`src/rtl/core/sacl_pkg.sv`:
```
// ----------------------------------------------------------------------------
// sacl_pkg
// Shared types and constants of the set-associative LRU cache model.
// ----------------------------------------------------------------------------
`default_nettype none

package sacl_pkg;

  localparam int ADDR_W       = 32;
  localparam int TAG_W        = 30;
  localparam int RANK_W       = 3;
  localparam int TOTAL_W      = 32;
  localparam int HIT_COUNT_W  = 2;
  localparam int SET_BITS_W   = 4;
  localparam int BLOCK_BITS_W = 5;
  localparam int WAYS_W       = 4;
  localparam int CFG_INDEX_W  = 2;
  localparam int CFG_DATA_W   = 5;

  localparam logic [RANK_W-1:0] RANK_MAX = 3'd7;

  localparam int DEF_MAX_SET_BITS = 8;
  localparam int DEF_MAX_WAYS     = 8;

  typedef enum logic [1:0] {
    ACC_FETCH  = 2'd0,
    ACC_LOAD   = 2'd1,
    ACC_STORE  = 2'd2,
    ACC_MODIFY = 2'd3
  } access_kind_t;

  typedef enum logic [CFG_INDEX_W-1:0] {
    CFG_SET_BITS    = 2'd0,
    CFG_BLOCK_BITS  = 2'd1,
    CFG_WAYS_IN_USE = 2'd2
  } cfg_index_t;

  typedef enum logic {
    ST_IDLE   = 1'b0,
    ST_LOOKUP = 1'b1
  } state_t;

  typedef struct packed {
    logic hit;
    logic missed;
    logic evicted;
  } lookup_status_t;

endpackage

`default_nettype wire

```
`src/rtl/core/sacl_addr_decode.sv`:
```
// ----------------------------------------------------------------------------
// sacl_addr_decode
// Clamps the geometry registers and splits an address into set and tag.
// ----------------------------------------------------------------------------
`default_nettype none

module sacl_addr_decode import sacl_pkg::*; #(
  parameter int MAX_SET_BITS = DEF_MAX_SET_BITS
) (
  input  wire logic [SET_BITS_W-1:0]   set_bits,
  input  wire logic [BLOCK_BITS_W-1:0] block_bits,
  input  wire logic [ADDR_W-1:0]       address,
  output logic      [MAX_SET_BITS-1:0] set_index,
  output logic      [TAG_W-1:0]        tag
);

  logic [5:0]              sb_eff;
  logic [BLOCK_BITS_W-1:0] bb_eff;
  logic [5:0]              split;
  logic [ADDR_W-1:0]       set_shift;
  logic [ADDR_W-1:0]       tag_shift;
  logic [MAX_SET_BITS-1:0] set_mask;

  always_comb begin
    sb_eff = 6'(set_bits);
    if (set_bits == '0) begin
      sb_eff = 6'd1;
    end else if (6'(set_bits) > 6'(MAX_SET_BITS)) begin
      sb_eff = 6'(MAX_SET_BITS);
    end
    bb_eff = (block_bits == '0) ? BLOCK_BITS_W'(1) : block_bits;
    split  = sb_eff + 6'(bb_eff);
  end

  always_comb begin
    for (int i = 0; i < MAX_SET_BITS; i++) begin
      set_mask[i] = (6'(i) < sb_eff);
    end
  end

  assign set_shift = address >> bb_eff;
  assign tag_shift = address >> split[4:0];
  assign set_index = set_shift[MAX_SET_BITS-1:0] & set_mask;
  assign tag       = (split < 6'd32) ? tag_shift[TAG_W-1:0] : '0;

endmodule

`default_nettype wire

```
`config.mk`:
```
export PLATFORM = sky130hd
export DESIGN_NAME = sacl_addr_decode
export DESIGN_NICKNAME = d
export VERILOG_FILES = /design/src/rtl/core/sacl_pkg.sv /design/src/rtl/core/sacl_addr_decode.sv
export SDC_FILE = /design/constraint.sdc
export NUM_CORES = 1
export LEC_CHECK = 0
export BUFFER_PORTS_ARGS = -buffer_cell sky130_fd_sc_hd__buf_2
export CAP_MARGIN = 40
export CORE_ASPECT_RATIO = 1.4
export CORE_MARGIN = 5
export CORE_UTILIZATION = 45
export DETAILED_ROUTE_END_ITERATION = 10
export GPL_ROUTABILITY_DRIVEN = 0
export PLACE_DENSITY = 0.79
export SLEW_MARGIN = 20
export SYNTH_ARGS = -nofsm -noshare
export SYNTH_HDL_FRONTEND = slang
export SYNTH_SLANG_ARGS = --single-unit
```
`constraint.sdc`:
```
create_clock -name vclk -period 7.8
set_input_delay 0.78 -clock vclk [all_inputs]
set_output_delay 0.78 -clock vclk [all_outputs]
set_load 0.03 [all_outputs]
```
==> summary.txt <==
Min path
  • Hold WC Path Type: in -> out

Power and ir drop
  • Sw frac: 0.640
  • Sequential power share: 0
  • Internal power: 0.000182 W
  • P per Cell Area: 132 mW/mm^2
  • Switching power total: 0.000323 W
  • Power share of the clock group: 0
  • Combinational fraction of design power: 1.000
  • Leakage: 1.76 nW
  • Worst VDD drop: 0.0758 mV

Clocking
  • CTS resizes: 0
  • Hold_buf cts: 0
  • Buffer count from post-CTS setup fixing: 0

GRT
  • Initial antenna violation count: 0
  • Largest net degree at the start of global routing: 50
  • Gr usage total: 0.239
  • Vias in the first global route: 4,012
  • Global-route wire length before repair: 19,400 um
  • Total congestion overflow: 0

Timing
  • Final Hold Vio Count: 0
  • Final Cycle Share: 0.716
  • Final min period: 5.59 ns
  • Setup violators final: 0
  • Max Clk Rate: 179 MHz
  • Rel. slew slack: 0.510
  • RSZ-0062 raised after global routing: false
  • Setup TNS Final: 0 ns
  • Worst-Margin Slew: 0.733 ns
  • Pins over their slew limit: 0

Floorplanning
  • I/O pin cnt: 79
  • Die X: 84.0 um
  • Total die area: 0.00954 mm^2
  • # rows: 37
  • Chip height: 114 um
  • Core Footprint: 0.00741 mm^2
  • Starting Density: 0.465

Finish
  • Clock buffer count: 0
  • Seq. cell area: 0 um^2
  • Util after Layout: 0.517
  • P&R area growth vs syn: 11.1%
  • Seq cells: 0
  • Layout cells sized above 1: 0.249
  • Fin nets: 579
  • Ant diodes: 0

Routing
  • Via count: 4,280
  • Post-DRT Antenna Nets: 0
  • Initial drt markers: 358
  • Drt drc: 0
  • Vias/cell: 6.82
  • WL/cell: 19.9 um
  • Final WL: 12,500 um
  • DR pass1 iterations: 5

Critical path
  • Crit. End Element: output pin
  • Crit Path Max Fanout: 27
  • CP required: 7.02 ns
  • Worst path arrival time: 4.81 ns
  • Critical setup path kind: in -> out
  • Startpoint Class: primary input

Synthesis
  • Mapped Nets: 537
  • YS warnings: 0
  • Synthesized instance count: 491
  • Netlist cell types: 72
  • Syn avg cell area: 7.02 um^2
  • Register area share after synthesis: 0
  • Synth Cell Area: 0.00345 mm^2

Flow run
  • Total of max-cap violations: 0

Place
  • Hpwl dp: 9480 um
  • Buffers on Ports: 79

Status
  • Status: finished, final reports clean
critical path: stages:
cell and delay (ns):
buf_2 0.25, or3_4 0.57, o21ai_1 0.22, ha_1 0.20
inv_1 0.06, fa_1 0.93, buf_4 0.42, mux2_2 0.39
o21ai_0 0.23, nor2_1 0.07, a211oi_1 0.31, o32ai_1 0.12
buf_2 0.22
area by class of cell:
cell class / count / area (um^2)
inverter: 13 / 48.8
tap: 97 / 121
multi-input combinational: 429 / 3140
fill: 759 / 3580
timing repair buffer: 89 / 518
final timing paths:
check / slack [ns] / depth (start not counted) / end / startpoint
worst max-delay path: 2.21 / 13 / tag[6] / block_bits[3]
worst min-delay path: 2.07 / 4 / set_index[7] / set_bits[3]
cells in the mapped netlist, types with 5 or more instances:
cell,instances,area (um^2)
clkbuf_1,19,71.3
a31oi_1,11,68.8
a211oi_1,17,128
o32ai_1,6,52.6
a21oi_1,21,105
a22oi_1,10,75.1
mux2_2,15,169
o21ai_0,25,125
nand2_1,61,229
nor2b_1,9,56.3
o22ai_1,8,50.1
nand3_1,14,70.1
buf_6,5,56.3
mux2i_1,69,691
inv_1,10,37.5
and3_1,9,56.3
buf_2,19,95.1
buf_4,5,37.5
a221oi_1,6,52.6
nor3_1,10,50.1
nor2_1,48,180
mux4_2,11,248
per-stage QoR:
stage          hold WS (ns)  setup slack, ns  cells  power (W)  cell area (um^2)
2_1_floorplan          1.81             2.82    491   0.000372              3450
3_3_place_gp           2.05             2.05    623   0.000479              3740
3_5_place_dp           2.06             2.27    627   0.000493              3800
4_1_cts                2.06             2.26    627   0.000495              3800
5_1_grt                2.09             1.97    628   0.000538              3830
6_report               2.07             2.21    628   0.000505              3830
cells in the final DEF (no fill, tap or decap), types with 6 or more instances in the layout:
master	n
a211oi_1	17
a21oi_1	21
a221oi_1	6
a22oi_1	10
a31oi_1	11
and3_1	9
buf_2	79
inv_1	10
mux2_2	15
mux2i_1	69
mux4_2	11
nand2_1	61
nand3_1	14
nor2_1	48
nor2b_1	9
nor3_1	10
o21ai_0	25
o22ai_1	8
o32ai_1	6
routing by layer:
| layer | vias to the layer above | wire (um) | share of wire | global-route usage |
|---|---|---|---|---|
| met5 | - | 0 | 0 | 0 |
| met3 | 65 | 1290 | 0.10 | 0.0181 |
| met2 | 312 | 5900 | 0.47 | 0.410 |
| li1 | 1947 | - | - | - |
| met4 | 0 | 727 | 0.058 | 0.128 |
| met1 | 1956 | 4550 | 0.36 | 0.296 |
kinds of logic (layout without fill, tap and decap cells):
logic type / count (synthesis) / in the layout / share of synthesized area
buf+inv: 62 / 102 / 0.0907
simple gates: 174 / 174 / 0.237
fa+ha+maj: 5 / 5 / 0.0203
xor+xnor: 6 / 6 / 0.0251
mux: 97 / 97 / 0.329
compound gates: 147 / 147 / 0.298
power by group through the flow:
| stage | Sequential, W | Clock [W] | Combinational, W |
|---|---|---|---|
| after detailed placement | 0 | 0 | 0.000493 |
| after global routing | 0 | 0 | 0.000538 |
| after CTS | 0 | 0 | 0.000495 |
| after global placement | 0 | 0 | 0.000479 |
| after floorplan | 0 | 0 | 0.000372 |
| final | 0 | 0 | 0.000505 |
Power figures use the tool's default switching activity.
