===== config.mk =====
export PLATFORM = sky130hd
export DESIGN_NAME = sacl_set_update
export DESIGN_NICKNAME = d
export VERILOG_FILES = /design/src/rtl/core/sacl_pkg.sv /design/src/rtl/core/sacl_set_update.sv
export SDC_FILE = /design/constraint.sdc
export NUM_CORES = 1
export LEC_CHECK = 0
export BUFFER_PORTS_ARGS = -buffer_cell sky130_fd_sc_hd__buf_2
export CAP_MARGIN = 15
export CORE_AREA = 4 4 224 226
export DETAILED_ROUTE_END_ITERATION = 10
export DIE_AREA = 0 0 228 230
export GPL_ROUTABILITY_DRIVEN = 0
export SLEW_MARGIN = 25
export SYNTH_ARGS = -nofsm -noshare
export SYNTH_HDL_FRONTEND = slang
export SYNTH_SLANG_ARGS = --single-unit
export TNS_END_PERCENT = 10

===== constraint.sdc =====
create_clock -name vclk -period 15.34
set_clock_uncertainty 0.1 [all_clocks]
set_input_delay 0.767 -clock vclk [all_inputs]
set_output_delay 0.767 -clock vclk [all_outputs]
set_load 0.03 [all_outputs]

===== src/rtl/core/sacl_pkg.sv =====
// ----------------------------------------------------------------------------
// sacl_pkg
// Shared types and constants of the set-associative LRU cache model.
// ----------------------------------------------------------------------------
`default_nettype none

package sacl_pkg;

  localparam int ADDR_W       = 32;
  localparam int TAG_W        = 30;
  localparam int RANK_W       = 3;
  localparam int TOTAL_W      = 32;
  localparam int HIT_COUNT_W  = 2;
  localparam int SET_BITS_W   = 4;
  localparam int BLOCK_BITS_W = 5;
  localparam int WAYS_W       = 4;
  localparam int CFG_INDEX_W  = 2;
  localparam int CFG_DATA_W   = 5;

  localparam logic [RANK_W-1:0] RANK_MAX = 3'd7;

  localparam int DEF_MAX_SET_BITS = 8;
  localparam int DEF_MAX_WAYS     = 8;

  typedef enum logic [1:0] {
    ACC_FETCH  = 2'd0,
    ACC_LOAD   = 2'd1,
    ACC_STORE  = 2'd2,
    ACC_MODIFY = 2'd3
  } access_kind_t;

  typedef enum logic [CFG_INDEX_W-1:0] {
    CFG_SET_BITS    = 2'd0,
    CFG_BLOCK_BITS  = 2'd1,
    CFG_WAYS_IN_USE = 2'd2
  } cfg_index_t;

  typedef enum logic {
    ST_IDLE   = 1'b0,
    ST_LOOKUP = 1'b1
  } state_t;

  typedef struct packed {
    logic hit;
    logic missed;
    logic evicted;
  } lookup_status_t;

endpackage

`default_nettype wire


===== src/rtl/core/sacl_set_update.sv =====
// ----------------------------------------------------------------------------
// sacl_set_update
// Tag compare, fill or victim choice and recency update of one set row.
// ----------------------------------------------------------------------------
`default_nettype none

module sacl_set_update import sacl_pkg::*; #(
  parameter int MAX_WAYS = DEF_MAX_WAYS
) (
  input  wire logic [TAG_W-1:0]                tag,
  input  wire logic [WAYS_W-1:0]               ways_in_use,
  input  wire logic [MAX_WAYS-1:0]             old_valid,
  input  wire logic [MAX_WAYS-1:0][RANK_W-1:0] old_rank,
  input  wire logic [MAX_WAYS-1:0][TAG_W-1:0]  old_tag,
  output lookup_status_t                       status,
  output logic      [MAX_WAYS-1:0]             new_valid,
  output logic      [MAX_WAYS-1:0][RANK_W-1:0] new_rank,
  output logic      [MAX_WAYS-1:0][TAG_W-1:0]  new_tag
);

  localparam int WAY_W = (MAX_WAYS > 1) ? $clog2(MAX_WAYS) : 1;

  logic [4:0]          ways_eff;
  logic [MAX_WAYS-1:0] en;
  logic [MAX_WAYS-1:0] match;
  logic [MAX_WAYS-1:0] free;
  logic [WAY_W-1:0]    hit_way;
  logic [WAY_W-1:0]    free_way;
  logic [WAY_W-1:0]    victim;
  logic [RANK_W-1:0]   best;
  logic [WAY_W-1:0]    touch_way;
  logic [RANK_W:0]     limit;
  logic                hit;
  logic                free_any;

  always_comb begin
    ways_eff = 5'(ways_in_use);
    if (ways_in_use == '0) begin
      ways_eff = 5'd1;
    end else if (5'(ways_in_use) > 5'(MAX_WAYS)) begin
      ways_eff = 5'(MAX_WAYS);
    end
    for (int w = 0; w < MAX_WAYS; w++) begin
      en[w]    = (5'(w) < ways_eff);
      match[w] = en[w] && old_valid[w] && (old_tag[w] == tag);
      free[w]  = en[w] && !old_valid[w];
    end
  end

  always_comb begin
    hit_way  = '0;
    free_way = '0;
    for (int w = MAX_WAYS - 1; w >= 0; w--) begin
      if (match[w]) begin
        hit_way = WAY_W'(w);
      end
      if (free[w]) begin
        free_way = WAY_W'(w);
      end
    end
    victim = '0;
    best   = old_rank[0];
    for (int w = 1; w < MAX_WAYS; w++) begin
      if (en[w] && (old_rank[w] > best)) begin
        best   = old_rank[w];
        victim = WAY_W'(w);
      end
    end
  end

  always_comb begin
    hit       = |match;
    free_any  = |free;
    touch_way = hit ? hit_way : (free_any ? free_way : victim);
    limit     = hit ? {1'b0, old_rank[hit_way]} : (RANK_W + 1)'(1 << RANK_W);
    for (int w = 0; w < MAX_WAYS; w++) begin
      new_valid[w] = old_valid[w];
      new_tag[w]   = old_tag[w];
      new_rank[w]  = old_rank[w];
      if (touch_way == WAY_W'(w)) begin
        new_valid[w] = 1'b1;
        new_rank[w]  = '0;
        if (!hit) begin
          new_tag[w] = tag;
        end
      end else if (en[w] && old_valid[w] && ({1'b0, old_rank[w]} < limit) &&
                   (old_rank[w] != RANK_MAX)) begin
        new_rank[w] = old_rank[w] + RANK_W'(1);
      end
    end
    status.hit     = hit;
    status.missed  = !hit;
    status.evicted = !hit && !free_any;
  end

endmodule

`default_nettype wire


==> flow_summary.ini <==
[sta]
timing.fmax_mhz = 72.8
final.hold.worst_slack_ns = 1.82
final-max-slew-violation-count = 0
grt_setup_unrepaired = false
timing_hold_violations_final = 0
worst-slew-pin-transition_ns = 1.09
setup-violations-final = 0
final.min_clock_period_ns = 13.73
timing.slew.headroom_pct = 27.4
post-route-period-util_pct = 89.5
totalNegativeSetupSlack_ns = 0

[logic_synthesis]
synthesized_area_fraction_occupied_by_ao_oa_aoi_and_oai_cells_pct = 15.8
synth_area_leaders = sky130_fd_sc_hd__mux2_1 21%, sky130_fd_sc_hd__xnor2_1 14%, sky130_fd_sc_hd__xor2_1 7.9%
syn-instance-count = 1248
synthDominantAreaCellType = sky130_fd_sc_hd__mux2_1
synth.area.mux_share_pct = 29.1
yosys.cell_types.count = 84
synth_area_mm2 = 0.00976
yosys_warning_total = 0
synth_top_family_by_area = multiplexers
proportion_of_netlist_area_held_by_the_largest_area_contributor_pct = 21.5
sequential_to_total_area_share_from_yosys_stat_pct = 0
yosys.area_share.adder_pct = 5.97
postSynthNetCount = 1599
synthSimpleGateAreaFrac_pct = 20.8
syn_area_per_cell_um2 = 7.82
synth_xor_xnor_area_share_pct = 21.5

[critical_path]
slowest_stage = sky130_fd_sc_hd__a311oi_1
cp_max_stage_delay_ns = 0.65
critPathKind = in -> out
path_common_cell = sky130_fd_sc_hd__a21oi_1
setup.worst_path.end_class = output pin
critPathArrivalTime_ns = 12.86
worst-endpoint-required_ns = 14.47
cp-start-kind = input pin
critPathMaxFanout = 21

[global_route]
grt_pass1_wl_um = 98300
grt_remaining_overflow = 0
initial_antenna_violation_count = 33
grt_usage_pct = 25.9
pin_count_of_the_biggest_net_entering_global_routing = 31
vias_in_the_first_global_route = 12700

[power]
leakagePower_nw = 5.63
power.density_mw_per_mm2 = 47.4
total_power_mw = 0.620
vdd_drop_max_uv = 44.8

[detailed_routing]
routed-wl-met3_um = 6300
route.layer.met1.wl_um = 26200
wl_per_cell_um = 30.8
viasPerCell = 5.48
detail_route.drc_violations = 0
ant_nets = 0
detail_route.iter0.violations = 1111
routed-wl-met2_um = 36700
route.vias.total = 13100
drt_first_pass_iters = 5
top_layer = met4
drt-total-wl_um = 73500

[finish]
clkbuf_count = 0
num-fill-cells = 5198
synthToLayoutAreaGrowth_pct = 34.1
final_layout_size_suffix_gt1_share_pct = 39.4
nFlopsAndLatches = 0
layout.area.seq_um2 = 0
fin_util_pct = 27.1
instances_no_fill = 2385
design.final.nets = 2091

[floorplan]
overall_die_height_um = 230
std_cell_rows = 81
floorplan.initialDensity_pct = 20.2
floorplan.die_area_mm2 = 0.0524
floorplan.core_area_mm2 = 0.0483
die_w_um = 228
floorplan.io_pins = 581

[worst_hold_path]
hold_path.class = in -> out

[cts]
cts-resized-gates = 0
cts-hold-fix-buffers = 0
cts_setup_buffers = 0

[placement]
dp.cells = 2360
io_buffers = 581
hpwl_after_dpl_um = 62000

[run]
total_of_max_cap_violations = 0

[outcome]
run_status = finished clean
[worst max-delay path, delay by kind of cell]
kind / cells / cell delay (ns)
AO/OA/AOI/OAI: 22 / 4.20
buffers and inverters: 7 / 1.18
multiplexers: 6 / 2.13
adder cells (fa/ha/maj): 7 / 1.87
AND/OR/NAND/NOR: 13 / 2.68
[power breakdown]
part | internal (mW) | total (mW) | switching (mW)
Clock | 0.000000200 | 0.000000200 | 0
Combinational | 0.201 | 0.620 | 0.419
Sequential | 0 | 0 | 0
Total | 0.201 | 0.620 | 0.419
[layout make-up]
class                      count  area [µm²]  area share [%]
multi-input combinational   1115        9140            69.8
inverter                      28         105           0.803
tap                          622         778            5.94
timing repair buffer         595        3010            23.0
antenna                       25        62.6           0.478
[cells in the final DEF (no fill, tap or decap), types with 4 or more instances in the layout]
cell type	Yosys	final
sky130_fd_sc_hd__a21o_1	12	12
sky130_fd_sc_hd__a21oi_1	27	27
sky130_fd_sc_hd__a22oi_1	20	20
sky130_fd_sc_hd__a31oi_1	11	11
sky130_fd_sc_hd__a32o_1	9	9
sky130_fd_sc_hd__a32oi_1	5	5
sky130_fd_sc_hd__and2_1	11	11
sky130_fd_sc_hd__and3_1	5	5
sky130_fd_sc_hd__and4_1	5	5
sky130_fd_sc_hd__buf_2	76	581
sky130_fd_sc_hd__buf_4	10	14
sky130_fd_sc_hd__diode_2	0	25
sky130_fd_sc_hd__ha_1	45	45
sky130_fd_sc_hd__inv_1	27	27
sky130_fd_sc_hd__mux2_1	186	186
sky130_fd_sc_hd__mux2_2	56	56
sky130_fd_sc_hd__mux2i_1	12	12
sky130_fd_sc_hd__nand2_1	49	49
sky130_fd_sc_hd__nand2b_1	7	7
sky130_fd_sc_hd__nand3_1	59	59
sky130_fd_sc_hd__nand3b_1	5	5
sky130_fd_sc_hd__nand4_1	68	68
sky130_fd_sc_hd__nor2_1	51	51
sky130_fd_sc_hd__nor3_1	20	20
sky130_fd_sc_hd__nor4_1	52	52
sky130_fd_sc_hd__o211ai_1	14	14
sky130_fd_sc_hd__o21a_1	8	8
sky130_fd_sc_hd__o21ai_0	29	28
sky130_fd_sc_hd__o21ai_1	9	9
sky130_fd_sc_hd__o31a_1	4	4
sky130_fd_sc_hd__or2_2	8	8
sky130_fd_sc_hd__or3_1	5	5
sky130_fd_sc_hd__or4_1	5	5
sky130_fd_sc_hd__xnor2_1	152	152
sky130_fd_sc_hd__xor2_1	88	88
[cell families after synthesis]
| family | count (synthesis) |
|---|---|
| buffers and inverters | 133 |
| multiplexers | 254 |
| AND/OR/NAND/NOR | 368 |
| XOR/XNOR | 240 |
| adder cells (fa/ha/maj) | 47 |
| AO/OA/AOI/OAI | 206 |
[synthesized netlist by cell type (all sizes together), types with 6 or more instances]
cell type and n:
and2 11, nand4 68, nor2 52, a21oi 28, a22oi 20, nand2b 7
ha 45, mux2 242, o211ai 16, clkbuf 14, mux2i 12, o21ai 40
nor4 53, or2 10, nor3 22, xor2 88, xnor2 152, inv 28
a211oi 6, a32o 9, nand3 60, buf 91, o21a 8, a21o 12
a31oi 11, nand2 49
[layer usage]
| metal | global-route usage (%) | up-vias |
|---|---|---|
| li1 | - | 5699 |
| met1 | 29.4 | 6350 |
| met5 | 0 | - |
| met4 | 12.7 | 0 |
| met3 | 4.17 | 173 |
| met2 | 47.0 | 843 |
[worst paths after layout]
kind	slack [ns]	depth (start not counted)	from	endpoint
min	1.82	3	old_tag[101]	new_tag[101]
max	1.61	55	old_rank[2]	new_tag[127]
[per-stage QoR]
stage | area [µm²] | setup WS [ns]
after floorplan | 9760 | 3.74
after global placement | 13000 | 2.25
after detailed placement | 13000 | 1.79
after CTS | 13000 | 1.79
after global routing | 13100 | 0.905
final | 13100 | 1.61
No activity file was read; power rests on OpenSTA's default activity.
